<file path="config.mk">
export PLATFORM = sky130hd
export DESIGN_NAME = hmac_over_djb2_hash
export DESIGN_NICKNAME = d
export VERILOG_FILES = /design/src/rtl/hdh_pkg.sv /design/src/rtl/hdh_front.sv /design/src/rtl/hdh_back.sv /design/src/rtl/hmac_over_djb2_hash.sv
export SDC_FILE = /design/constraint.sdc
export NUM_CORES = 2
export LEC_CHECK = 0
export BUFFER_PORTS_ARGS = -buffer_cell sky130_fd_sc_hd__buf_4
export CORE_MARGIN = 3
export CORE_UTILIZATION = 54
export DETAILED_ROUTE_END_ITERATION = 10
export PLACE_DENSITY = 0.71
export RECOVER_POWER = 25
export SLEW_MARGIN = 15
export SYNTH_ARGS = -nofsm -noshare
export SYNTH_HDL_FRONTEND = slang
export SYNTH_HIERARCHICAL = 1
export SYNTH_SLANG_ARGS = --single-unit
</file>
<file path="constraint.sdc">
create_clock -name clk -period 23.7 [get_ports clk]
set_input_delay 1.185 -clock clk [delete_from_list [all_inputs] [get_ports clk]]
set_output_delay 1.185 -clock clk [all_outputs]
set_load 0.02 [all_outputs]
</file>
<file path="src/rtl/hdh_pkg.sv">
`timescale 1ns / 1ps
`default_nettype none
// ---------------------------------------------------------------------------
// hdh_pkg: shared types and constants of the djb2-based HMAC tag block
// Holds the djb2 seed and step, the pad bytes, the key layout and the item
// type that travels from the front end to the hash engine.
// ---------------------------------------------------------------------------
package hdh_pkg;

  localparam logic [31:0] DJB_SEED  = 32'd5381;
  localparam int          DJB_SHIFT = 5;
  localparam logic [7:0]  PAD_INNER = 8'h36;
  localparam logic [7:0]  PAD_OUTER = 8'h5C;
  localparam int          KEY_BYTES = 64;
  localparam int          KEY_WORDS = 8;
  localparam int          CNT_W     = $clog2(KEY_BYTES);
  localparam int          CFG_IDX_W = 4;
  localparam int          TAIL_BYTES = 4;

  typedef logic [KEY_WORDS-1:0][63:0]  hdh_key_words_t;
  typedef logic [KEY_BYTES-1:0][7:0]   hdh_key_t;

  typedef struct packed {
    logic [7:0] data_byte;
    logic       byte_present;
    logic       last_byte;
  } hdh_item_t;

  function automatic logic [31:0] djb_absorb(input logic [31:0] h, input logic [7:0] b);
    djb_absorb = (h << DJB_SHIFT) + h + {24'd0, b};
  endfunction

endpackage
`default_nettype wire

</file>
<file path="src/rtl/hdh_front.sv">
`timescale 1ns / 1ps
`default_nettype none
// ---------------------------------------------------------------------------
// hdh_front: input acceptance and item queue
// Takes stream transactions, drops items that carry no byte and end nothing,
// and queues the rest for the hash engine.
// ---------------------------------------------------------------------------
module hdh_front import hdh_pkg::*; #(
  parameter int DEPTH = 4
) (
  input  wire logic      clk,
  input  wire logic      rst_n,
  input  wire logic      in_tvalid,
  output logic           in_tready,
  input  wire logic [7:0] in_data_byte,
  input  wire logic      in_byte_present,
  input  wire logic      in_last_byte,
  output logic           q_valid,
  output hdh_item_t      q_item,
  input  wire logic      q_pop
);

  localparam int PTR_W = (DEPTH > 1) ? $clog2(DEPTH) : 1;
  localparam int CNT_QW = $clog2(DEPTH + 1);
  localparam logic [PTR_W-1:0]  PTR_LAST = PTR_W'(DEPTH - 1);
  localparam logic [CNT_QW-1:0] CNT_FULL = CNT_QW'(DEPTH);

  hdh_item_t         mem_r [DEPTH];
  logic [PTR_W-1:0]  wr_ptr_r;
  logic [PTR_W-1:0]  rd_ptr_r;
  logic [CNT_QW-1:0] cnt_r;
  logic              accept;
  logic              push;
  logic              pop;

  assign in_tready = (cnt_r != CNT_FULL);
  assign accept    = in_tvalid && in_tready;
  // An item with neither a byte nor an end mark has no effect at all.
  assign push      = accept && (in_byte_present || in_last_byte);
  assign q_valid   = (cnt_r != '0);
  assign pop       = q_pop && q_valid;
  assign q_item    = mem_r[rd_ptr_r];

  always_ff @(posedge clk) begin
    if (push) begin
      mem_r[wr_ptr_r] <= '{data_byte: in_data_byte, byte_present: in_byte_present,
                           last_byte: in_last_byte};
    end
  end

  always_ff @(posedge clk) begin
    if (!rst_n) begin
      wr_ptr_r <= '0;
      rd_ptr_r <= '0;
      cnt_r    <= '0;
    end else begin
      if (push) begin
        wr_ptr_r <= (wr_ptr_r == PTR_LAST) ? '0 : wr_ptr_r + 1'b1;
      end
      if (pop) begin
        rd_ptr_r <= (rd_ptr_r == PTR_LAST) ? '0 : rd_ptr_r + 1'b1;
      end
      case ({push, pop})
        2'b10:   cnt_r <= cnt_r + 1'b1;
        2'b01:   cnt_r <= cnt_r - 1'b1;
        default: cnt_r <= cnt_r;
      endcase
    end
  end

  a_cnt_bound: assert property (@(posedge clk) disable iff (!rst_n)
    cnt_r <= CNT_FULL)
    else $error("queue fill count beyond depth");

  a_no_push_full: assert property (@(posedge clk) disable iff (!rst_n)
    (cnt_r == CNT_FULL && !pop) |=> (cnt_r == CNT_FULL))
    else $error("queue count changed while full without a pop");

endmodule
`default_nettype wire

</file>
<file path="src/rtl/hdh_back.sv">
`timescale 1ns / 1ps
`default_nettype none
// ---------------------------------------------------------------------------
// hdh_back: djb2 hash engine and result register
// Absorbs the inner pad when a message opens, message bytes one per cycle
// while items wait, then the outer pad and the four inner-hash bytes; holds the tag.
// ---------------------------------------------------------------------------
module hdh_back import hdh_pkg::*; (
  input  wire logic        clk,
  input  wire logic        rst_n,
  input  wire hdh_key_t    key,
  input  wire logic        q_valid,
  input  wire hdh_item_t   q_item,
  output logic             q_pop,
  output logic             out_tvalid,
  input  wire logic        out_tready,
  output logic [31:0]      out_tdata
);

  typedef enum logic [2:0] {
    ST_IDLE,
    ST_INNER,
    ST_OUTER,
    ST_TAIL,
    ST_FIN
  } state_t;

  localparam logic [CNT_W-1:0] CNT_LAST  = CNT_W'(KEY_BYTES - 1);
  localparam logic [CNT_W-1:0] TAIL_LAST = CNT_W'(TAIL_BYTES - 1);

  state_t           state_r;
  logic [CNT_W-1:0] cnt_r;
  logic [31:0]      hash_r;
  logic [31:0]      outer_r;
  logic             in_msg_r;
  hdh_item_t        item_r;
  logic             out_valid_r;
  logic [31:0]      out_data_r;
  logic [7:0]       key_byte;
  logic [7:0]       tail_byte;
  logic [31:0]      hash_item;
  logic [31:0]      inner_step;
  hdh_item_t        cur_item;

  assign q_pop      = (state_r == ST_IDLE) && q_valid;
  assign out_tvalid = out_valid_r;
  assign out_tdata  = out_data_r;
  assign key_byte   = key[cnt_r];
  assign tail_byte  = hash_r[{cnt_r[1:0], 3'b000} +: 8];

  // The item being applied is the fresh one in IDLE, the held one after the pad.
  assign cur_item  = (state_r == ST_IDLE) ? q_item : item_r;
  assign hash_item = cur_item.byte_present ? djb_absorb(hash_r, cur_item.data_byte)
                                           : hash_r;
  assign inner_step = djb_absorb((cnt_r == '0) ? DJB_SEED : hash_r, key_byte ^ PAD_INNER);

  always_ff @(posedge clk) begin
    if (!rst_n) begin
      state_r     <= ST_IDLE;
      cnt_r       <= '0;
      hash_r      <= DJB_SEED;
      outer_r     <= DJB_SEED;
      in_msg_r    <= 1'b0;
      out_valid_r <= 1'b0;
    end else begin
      // The finish step reloads the result register on its own.
      if (out_valid_r && out_tready && (state_r != ST_FIN)) begin
        out_valid_r <= 1'b0;
      end
      case (state_r)
        ST_IDLE: begin
          if (q_valid) begin
            item_r <= q_item;
            if (!in_msg_r) begin
              cnt_r   <= '0;
              state_r <= ST_INNER;
            end else begin
              hash_r <= hash_item;
              if (q_item.last_byte) begin
                cnt_r    <= '0;
                outer_r  <= DJB_SEED;
                in_msg_r <= 1'b0;
                state_r  <= ST_OUTER;
              end
            end
          end
        end
        ST_INNER: begin
          // The count wraps to zero after the last key byte, ready for the outer pad.
          cnt_r <= cnt_r + 1'b1;
          if (cnt_r != CNT_LAST) begin
            hash_r <= inner_step;
          end else begin
            // The opening item is applied in the step that finishes the pad.
            hash_r <= item_r.byte_present ? djb_absorb(inner_step, item_r.data_byte)
                                          : inner_step;
            if (item_r.last_byte) begin
              outer_r <= DJB_SEED;
              state_r <= ST_OUTER;
            end else begin
              in_msg_r <= 1'b1;
              state_r  <= ST_IDLE;
            end
          end
        end
        ST_OUTER: begin
          outer_r <= djb_absorb(outer_r, key_byte ^ PAD_OUTER);
          cnt_r   <= cnt_r + 1'b1;
          if (cnt_r == CNT_LAST) begin
            state_r <= ST_TAIL;
          end
        end
        ST_TAIL: begin
          outer_r <= djb_absorb(outer_r, tail_byte);
          cnt_r   <= cnt_r + 1'b1;
          if (cnt_r == TAIL_LAST) begin
            state_r <= ST_FIN;
          end
        end
        ST_FIN: begin
          if (!out_valid_r || out_tready) begin
            out_valid_r <= 1'b1;
            out_data_r  <= outer_r;
            hash_r      <= DJB_SEED;
            state_r     <= ST_IDLE;
          end
        end
        default: state_r <= ST_IDLE;
      endcase
    end
  end

  a_load_in_fin: assert property (@(posedge clk) disable iff (!rst_n)
    $rose(out_valid_r) |-> $past(state_r == ST_FIN))
    else $error("tag loaded outside the finish step");

  a_inner_closed: assert property (@(posedge clk) disable iff (!rst_n)
    (state_r == ST_INNER) |-> !in_msg_r)
    else $error("inner pad absorbed while a message is open");

  a_seed_idle: assert property (@(posedge clk) disable iff (!rst_n)
    (state_r == ST_IDLE && !in_msg_r) |-> (hash_r == DJB_SEED))
    else $error("running hash not at seed with no message open");

endmodule
`default_nettype wire

</file>
<file path="src/rtl/hmac_over_djb2_hash.sv">
`timescale 1ns / 1ps
`default_nettype none
// ---------------------------------------------------------------------------
// hmac_over_djb2_hash: HMAC-style 32-bit tag over a byte stream using djb2
// Key registers, an input front end with a short queue, and a hash engine.
//
//  channel | dir | payload                                     | handshake
//  in_     | in  | tdata: data_byte; tuser: byte_present; tlast: last_byte | tvalid/tready
//  out_    | out | tdata: mac                                  | tvalid/tready
//  cfg_    | in  | index: key word 0..7; data: 64-bit key word | valid/ready
//
// The engine absorbs a byte inside an open message straight from the queue.
// The item that opens a message first adds the inner pad over the key bytes;
// the last item adds the outer pad, the four inner-hash bytes and a step to
// load the result register. Reset is synchronous; key words reset to zero.
// Either side may stall: the queue absorbs input while the engine is busy,
// and the engine waits in its finish step while a tag is not yet taken.
// ---------------------------------------------------------------------------
module hmac_over_djb2_hash import hdh_pkg::*; #(
  parameter int QUEUE_DEPTH = 4
) (
  input  wire logic                 clk,
  input  wire logic                 rst_n,
  input  wire logic                 in_tvalid,
  output logic                      in_tready,
  input  wire logic [7:0]           in_tdata,   // [7:0] data_byte
  input  wire logic                 in_tuser,   // [0] byte_present
  input  wire logic                 in_tlast,
  output logic                      out_tvalid,
  input  wire logic                 out_tready,
  output logic [31:0]               out_tdata,  // [31:0] mac
  input  wire logic                 cfg_valid,
  output logic                      cfg_ready,
  input  wire logic [CFG_IDX_W-1:0] cfg_index,
  input  wire logic [63:0]          cfg_data
);

  hdh_key_words_t key_r;
  hdh_key_t       key_bytes;
  logic           q_valid;
  hdh_item_t      q_item;
  logic           q_pop;

  assign cfg_ready = 1'b1;
  assign key_bytes = key_r;

  always_ff @(posedge clk) begin
    if (!rst_n) begin
      key_r <= '0;
    end else if (cfg_valid && cfg_ready && (cfg_index < CFG_IDX_W'(KEY_WORDS))) begin
      key_r[cfg_index[$clog2(KEY_WORDS)-1:0]] <= cfg_data;
    end
  end

  hdh_front #(
    .DEPTH (QUEUE_DEPTH)
  ) u_front (
    .clk             (clk),
    .rst_n           (rst_n),
    .in_tvalid       (in_tvalid),
    .in_tready       (in_tready),
    .in_data_byte    (in_tdata),
    .in_byte_present (in_tuser),
    .in_last_byte    (in_tlast),
    .q_valid         (q_valid),
    .q_item          (q_item),
    .q_pop           (q_pop)
  );

  hdh_back u_back (
    .clk        (clk),
    .rst_n      (rst_n),
    .key        (key_bytes),
    .q_valid    (q_valid),
    .q_item     (q_item),
    .q_pop      (q_pop),
    .out_tvalid (out_tvalid),
    .out_tready (out_tready),
    .out_tdata  (out_tdata)
  );

endmodule
`default_nettype wire

</file>
======== Word level (Yosys, flattened, before mapping) ========
Memories as Yosys holds them, arrays and structs flattened. A register that Yosys moved wholly into a read port is not among the register bits.
Cells that the tools add are included.
storage, ports and cells
  register bits ........................... 636
  memories kept ........................... 1
  bits in read-only memories .............. 0
  word-level logic and storage cells ...... 143
  bits in writable memories ............... 40
  input bits .............................. 83
  bits in latches ......................... 0
  output and inout port bits .............. 35
memories
  name           depth  bits a word  rd ports  clocked after memory_dff  wr ports  line             source
  u_front.mem_r  4      10           1         1                         1         hdh_front.sv:28  hdh_item_t mem_r [DEPTH];
cells by class
  mux-type cells .......................... 49
  add/subtract/negate cells ............... 14
  bitwise logic cells ..................... 2
  equal/unequal tests ..................... 24
  divide/modulo/power cells ............... 0
  magnitude comparators ................... 4
  reduce and logical (&&, ||, !) cells .... 27
  $mul .................................... 0
  shift-type cells ........................ 1
operator list
  cell                number
  $bwmux 512          1
  $mux 32             12
  $demux 64 s3        1
  $add 32x8->32       5
  $add 32x32->32      4
  $pmux 32 s4         1
  $pmux 32 s3         1
  $mux 64             1
  $bmux 8 s6          1
  $shiftx 32x6->8     1
  $mux 3              7
  $mux 6              3
  $ne 2x1->1 const B  8
  $pmux 3 s5          1
  $pmux 6 s2          1
  $reduce_and 6->1    2
  $mux 1              10
  $mux 10             1
  $mux 2              5
  $reduce_and 3->1    3
  $logic_and 1x1->1   8
  $mux 8              1
  $not 4->4           2
  $lt 6x7->1 const B  1
  other kinds (30)    40

======== Depth between registers and ports, before layout ========
  word-level depth ........................ 9
  mapped depth ............................ 33
  mapped depth without buffers ............ 28

======== By module ========
The synthesis kept the hierarchy.
modules (own cells, without submodules)
  module               instances  cells each  sequential area each (um^2)  area each (um^2)
  hmac_over_djb2_hash  1          1,732       10,249.8                     18,355.1
  hdh_back             1          1,784       2,762.6                      17,170.2
  hdh_front            1          107         1,381.3                      1,943.1

======== Worst setup path after synthesis ========
OpenSTA, ideal clock, no wires.
  path kind ............................... register to register
  start point ............................. register u_back.cnt_r[0]
  end point ............................... register u_back.hash_r[31]
  library setup time ...................... 62 ps
  period minus slack after synthesis ...... 7,768 ps
  slack ................................... 15,932 ps
  arrival time ............................ 7,706 ps
  required time ........................... 23,638 ps
  stages on the path, launching flop included .. 30
  path buffers ............................ 3
  path through ............................ dfxtp_1 clkbuf_1 clkbuf_1 buf_1 mux4_2 mux4_2 mux4_2 inv_1 ha_1 ha_1 a21oi_1 nand4b_1 a21oi_1 o21a_1 a21oi_1 o21ai_0 a41o_1 mux2_2 or2_2 ha_1 ha_1 a21oi_1 o21ai_0 a221o_1 a31oi_1 o31ai_1 xor2_1 xnor2_1 or4_1 nand3_1
between the ends
  longest elaborated chain between the ends .. 9
  elaborated cells between the ends (all ways) .. 13
  those cells by class .................... add/sub (4); eq/ne (1); mux (6); bitwise (1); reduce/logical (1)
ends and longest elaborated chain
  item                                                  line                            source
  from (decl)                                           hdh_back.sv:32                  logic [CNT_W-1:0] cnt_r;
  from (signal assigned)                                hdh_back.sv:90                  cnt_r <= cnt_r + 1'b1;
  from (signal assigned)                                hdh_back.sv:108                 cnt_r <= cnt_r + 1'b1;
  from (signal assigned)                                hdh_back.sv:115                 cnt_r <= cnt_r + 1'b1;
  $logic_not 6->1 / $bmux 8 s6 (equally long branches)  hdh_back.sv:55, hdh_back.sv:48
  $mux 32 / $mux 8 (equally long branches)              hdh_back.sv:55, hdh_back.sv:48
  $add 32x32->32 / $not 4->4 (equally long branches)    -
  $add 32x8->32                                         hdh_pkg.sv:30                   djb_absorb = (h << DJB_SHIFT) + h + {24'd0, b};
  $add 32x32->32                                        hdh_pkg.sv:30
  $add 32x8->32                                         hdh_pkg.sv:30
  $mux 32                                               hdh_back.sv:95                  hash_r <= item_r.byte_present ? djb_absorb(inner_step, item_r.data_byte)
  $mux 32 *                                             hdh_back.sv:91                  if (cnt_r != CNT_LAST) begin
  $pmux 32 s3 *                                         hdh_back.sv:70                  case (state_r)
  to (signal assigned)                                  hdh_back.sv:78                  hash_r <= hash_item;
  to (signal assigned)                                  hdh_back.sv:92                  hash_r <= inner_step;
  to (signal assigned)                                  hdh_back.sv:95
  to (decl)                                             hdh_back.sv:33                  logic [31:0] hash_r;
Mark *: on every way between the ends. The rest lies on a longest branch, timed or not. The select of a mux whose other input is x is not followed.
A chain may end at the register's enable or synchronous reset.

======== Final worst setup path ========
  start point ............................. register u_back.cnt_r[1]
  end point ............................... register u_back.hash_r[31]
The elaborated chain is that of the path after synthesis.

==> metrics.md <==
| Metric | Value |
|---|---|
| Yosys cell types | 97 |
| Leading area contributor after synthesis | dfxtp_1 |
| Synthesized instance count | 3,623 |
| R2R Setup Slk | 14,330 ps |
| Failing checks | max-capacitance violations, max-slew violations |
| CP required | 24,220 ps |
| Most frequent cells after synthesis | nand2_1, dfxtp_1, mux2i_1 |
| Routed len/inst | ~21 um |
| Yosys top cell area share | 0.318 |
| Root Driver | clkbuf_16 |
| Rows | 95 |
| Sequential fraction of the synthesis area | 0.384 |
| Vias in the first global route | between 20,000 and 30,000 |
| Initial Utilization | 0.551 |
| Crit Path Max Fanout | 68 |
| Reg2reg path depth | 28 |
| CP max-delay cell | buf_4 |
| Static Leak | 0.0172 uW |
| Kind of critical path | reg2reg |
| Top cell by count, worst path | ha_1 |
| CTS tree | built |
| Clk sinks | between 600 and 700 |
| All-Layer GR Usage | 0.261 |
| Port buffer count | 116 |
| FF+latch count, synth | 678 |
| Fmax | 107 MHz |
| Number of vias per cell | 5.97 |
| Postcts setup bufs | 0 |
| FF-to-FF Start | u_back/cnt_r[1] |
| DRC | 0 |
| Slew margin rel. | -2.44 |
| NumNets Final | 3,943 |
| Crit path from | u_back/cnt_r[1] |
| YS warnings | 6 |
| Core box area | 68,000 um^2 |
| Crit path largest cell delay | 860 ps |
| Critical path destination | u_back/hash_r[31] |
| Ant diodes | 0 |
| Die area | 72,600 um^2 |
| Vias | 27,500 |
| Final Skew | 55.1 ps |
| Synth Cell Area | 37,500 um^2 |
| Post-synth EDFFs | 82 |
| Crit path DAT | around 9900 ps |
| DP Worst Slack | 14,460 ps |
| FFs w/ async S/R, synth | 0 |
| DRT antenna net count | 0 |
| GR Overflow Total | 0 |
| Die W | 269 um |
| Least-Margin Pin Slew | a little over 5000 ps |
| Hold Buf Count CTS | 0 |
| Post-CTS sizing | 0 |
| Mean post-synth cell area | 10.3 um^2 |
| CTS max path bufs | 3 |
| Htree depth | 3 |
| Max Cap Violations | 2 |
| Mapped Nets | 3,935 |
| Final Max Tran Viols | between 150 and 200 |
| First-pass DRT Iterations | 6 |
| Areal power density over the cells | 101 nW/um^2 |
| Setup Viol. Count Final | 0 |
| Largest net degree at the start of global routing | 110 |
| Chip Height | 269 um |
| Count leader, synth | nand2_1 |
| Post-DP HPWL | approximately 67,000 um |
| GPL Wtd Cong | between 0.9 and 1 |
| Layout cells sized above 1 | 0.127 |
| CP Launch Type | register |
| Initial drt markers | 2,247 |
| Ports | between 100 and 150 |
| Final WS setup | ~14,000 ps |
| Status | finished, violations left |
| Most used flip-flop cell after synthesis | dfxtp_1 |
| Final hold vios | 0 |
| First-pass GRT wire length | 153,000 um |
| Tmin final | around 9400 ps |
| Largest cells by area after synthesis | dfxtp_1, mux2i_1, mux4_2 |
| Layout area overhead | 9.58% |
| HP Class | reg2reg |
| Worst R2R End | u_back/hash_r[31] |
| Final wirelength | 96,100 um |
| Worst setup EP type | register |
| RSZ-0062 raised after global routing | false |
| Initial antenna violation count | 0 |
| Cts bufs inserted | 74 |
| Clock Latency Late Sink | between 600 and 700 ps |
| Peak VDD IR | 98.5 uV |
| Clock-pin slew on the worst setup and hold paths | 60 ps |
| Period Utilization, post-route | 0.395 |
| Setup tns final | 0 ps |
## state kept, by name, summed over array words and instances, names as in the netlist, named ones only
name and cells:
u_back/state_r 3, u_front/rd_ptr_r 2, u_back/hash_r 32, u_back/cnt_r 6, u_back/item_r 10, u_front/cnt_r 3
key_bytes 512, u_front/wr_ptr_r 2, u_back/out_tvalid 1, u_back/in_msg_r 1, u_back/out_tdata 32, u_front/mem_r 40
u_back/outer_r 32
## worst min path at each step
stage / start / depth (start not counted) / slack [ps] / to
floorplan: key_bytes[208] / 2 / 430 / key_bytes[208]
global placement: key_bytes[213] / 2 / 440 / key_bytes[213]
detailed placement: key_bytes[444] / 2 / 450 / key_bytes[444]
CTS: key_bytes[444] / 2 / 450 / key_bytes[444]
global route: key_bytes[87] / 2 / 470 / key_bytes[87]
finish: key_bytes[216] / 2 / 450 / key_bytes[216]
## metal layers
layer,global-route usage,vias up,wire length [um],part of all wire
met5,0,-,0,0
met4,0.0916,0,3350,0.035
met3,0.0317,142,4780,0.050
met2,0.441,722,46400,0.48
met1,0.348,13500,41500,0.43
li1,-,13100,-,-
## logic make-up (layout without fill, tap and decap cells)
| logic type | after synthesis | in the layout | share of synthesized area |
|---|---|---|---|
| other cells | 1 | 1 | 0.000100 |
| fa+ha+maj | 229 | 229 | 0.0795 |
| compound gates | 505 | 505 | 0.0893 |
| simple gates | 1073 | 1073 | 0.125 |
| mux | 724 | 724 | 0.256 |
| flops | 678 | 678 | 0.384 |
| buf+inv | 284 | 350 | 0.0359 |
| xor+xnor | 129 | 129 | 0.0304 |
## worst max-delay path, delay by kind of cell, from the launching register on
family,cells,cell delay (ps)
adders and majority gates,4,1190
AOI/OAI and AO/OA,10,2340
muxes,4,1840
xor gates and xnor gates,2,330
and+or+nand+nor,5,1300
buffers and inverters,3,1630
DFF,1,580
## placed cells by master (no fill, tap or decap), types with 13 or more instances in the layout
cell	instances
a31oi_1	17
a21o_1	53
mux2i_1	522
mux4_2	186
dfxtp_1	592
nand3_1	42
xnor2_1	77
clkbuf_8	13
o21bai_1	16
fa_1	15
xor2_1	51
and3_1	15
a22oi_1	16
a221oi_1	16
edfxtp_1	82
a211oi_1	18
mux2_2	16
nor3_1	37
o21ai_0	111
nand2b_1	19
clkbuf_1	60
nand2_1	700
buf_4	105
and2_1	38
clkbuf_16	74
nand4_1	16
nor2_1	130
ha_1	214
inv_1	64
a21oi_1	131
## power breakdown
group          internal (uW)  switching (uW)  leakage [uW]
combinational            680             958        0.0104
sequential              1220             103       0.00557
clock                    691             497       0.00123
## through the flow
step | util | total power, uW | area [um^2] | cells | hold slack [ps]
global placement | 0.570 | 2940 | 38700 | 4476 | 439
finish | 0.604 | 4150 | 41100 | 4610 | 453
global route | 0.604 | 4410 | 41100 | 4610 | 468
floorplan | - | 2580 | 37500 | 3623 | 432
detailed placement | 0.570 | 2960 | 38700 | 4476 | 446
CTS | 0.607 | 4160 | 41200 | 4610 | 454
## cell type report
type                    instances  area, um^2
flip-flops and latches        678       14400
well taps                     921        1150
clock inverters                33         442
multi-input cells            2661       21800
fillers                      5700       26900
clock buffers                 101        2080
inverters                      64         240
repair buffers                152         981
Power figures use the tool's default switching activity.
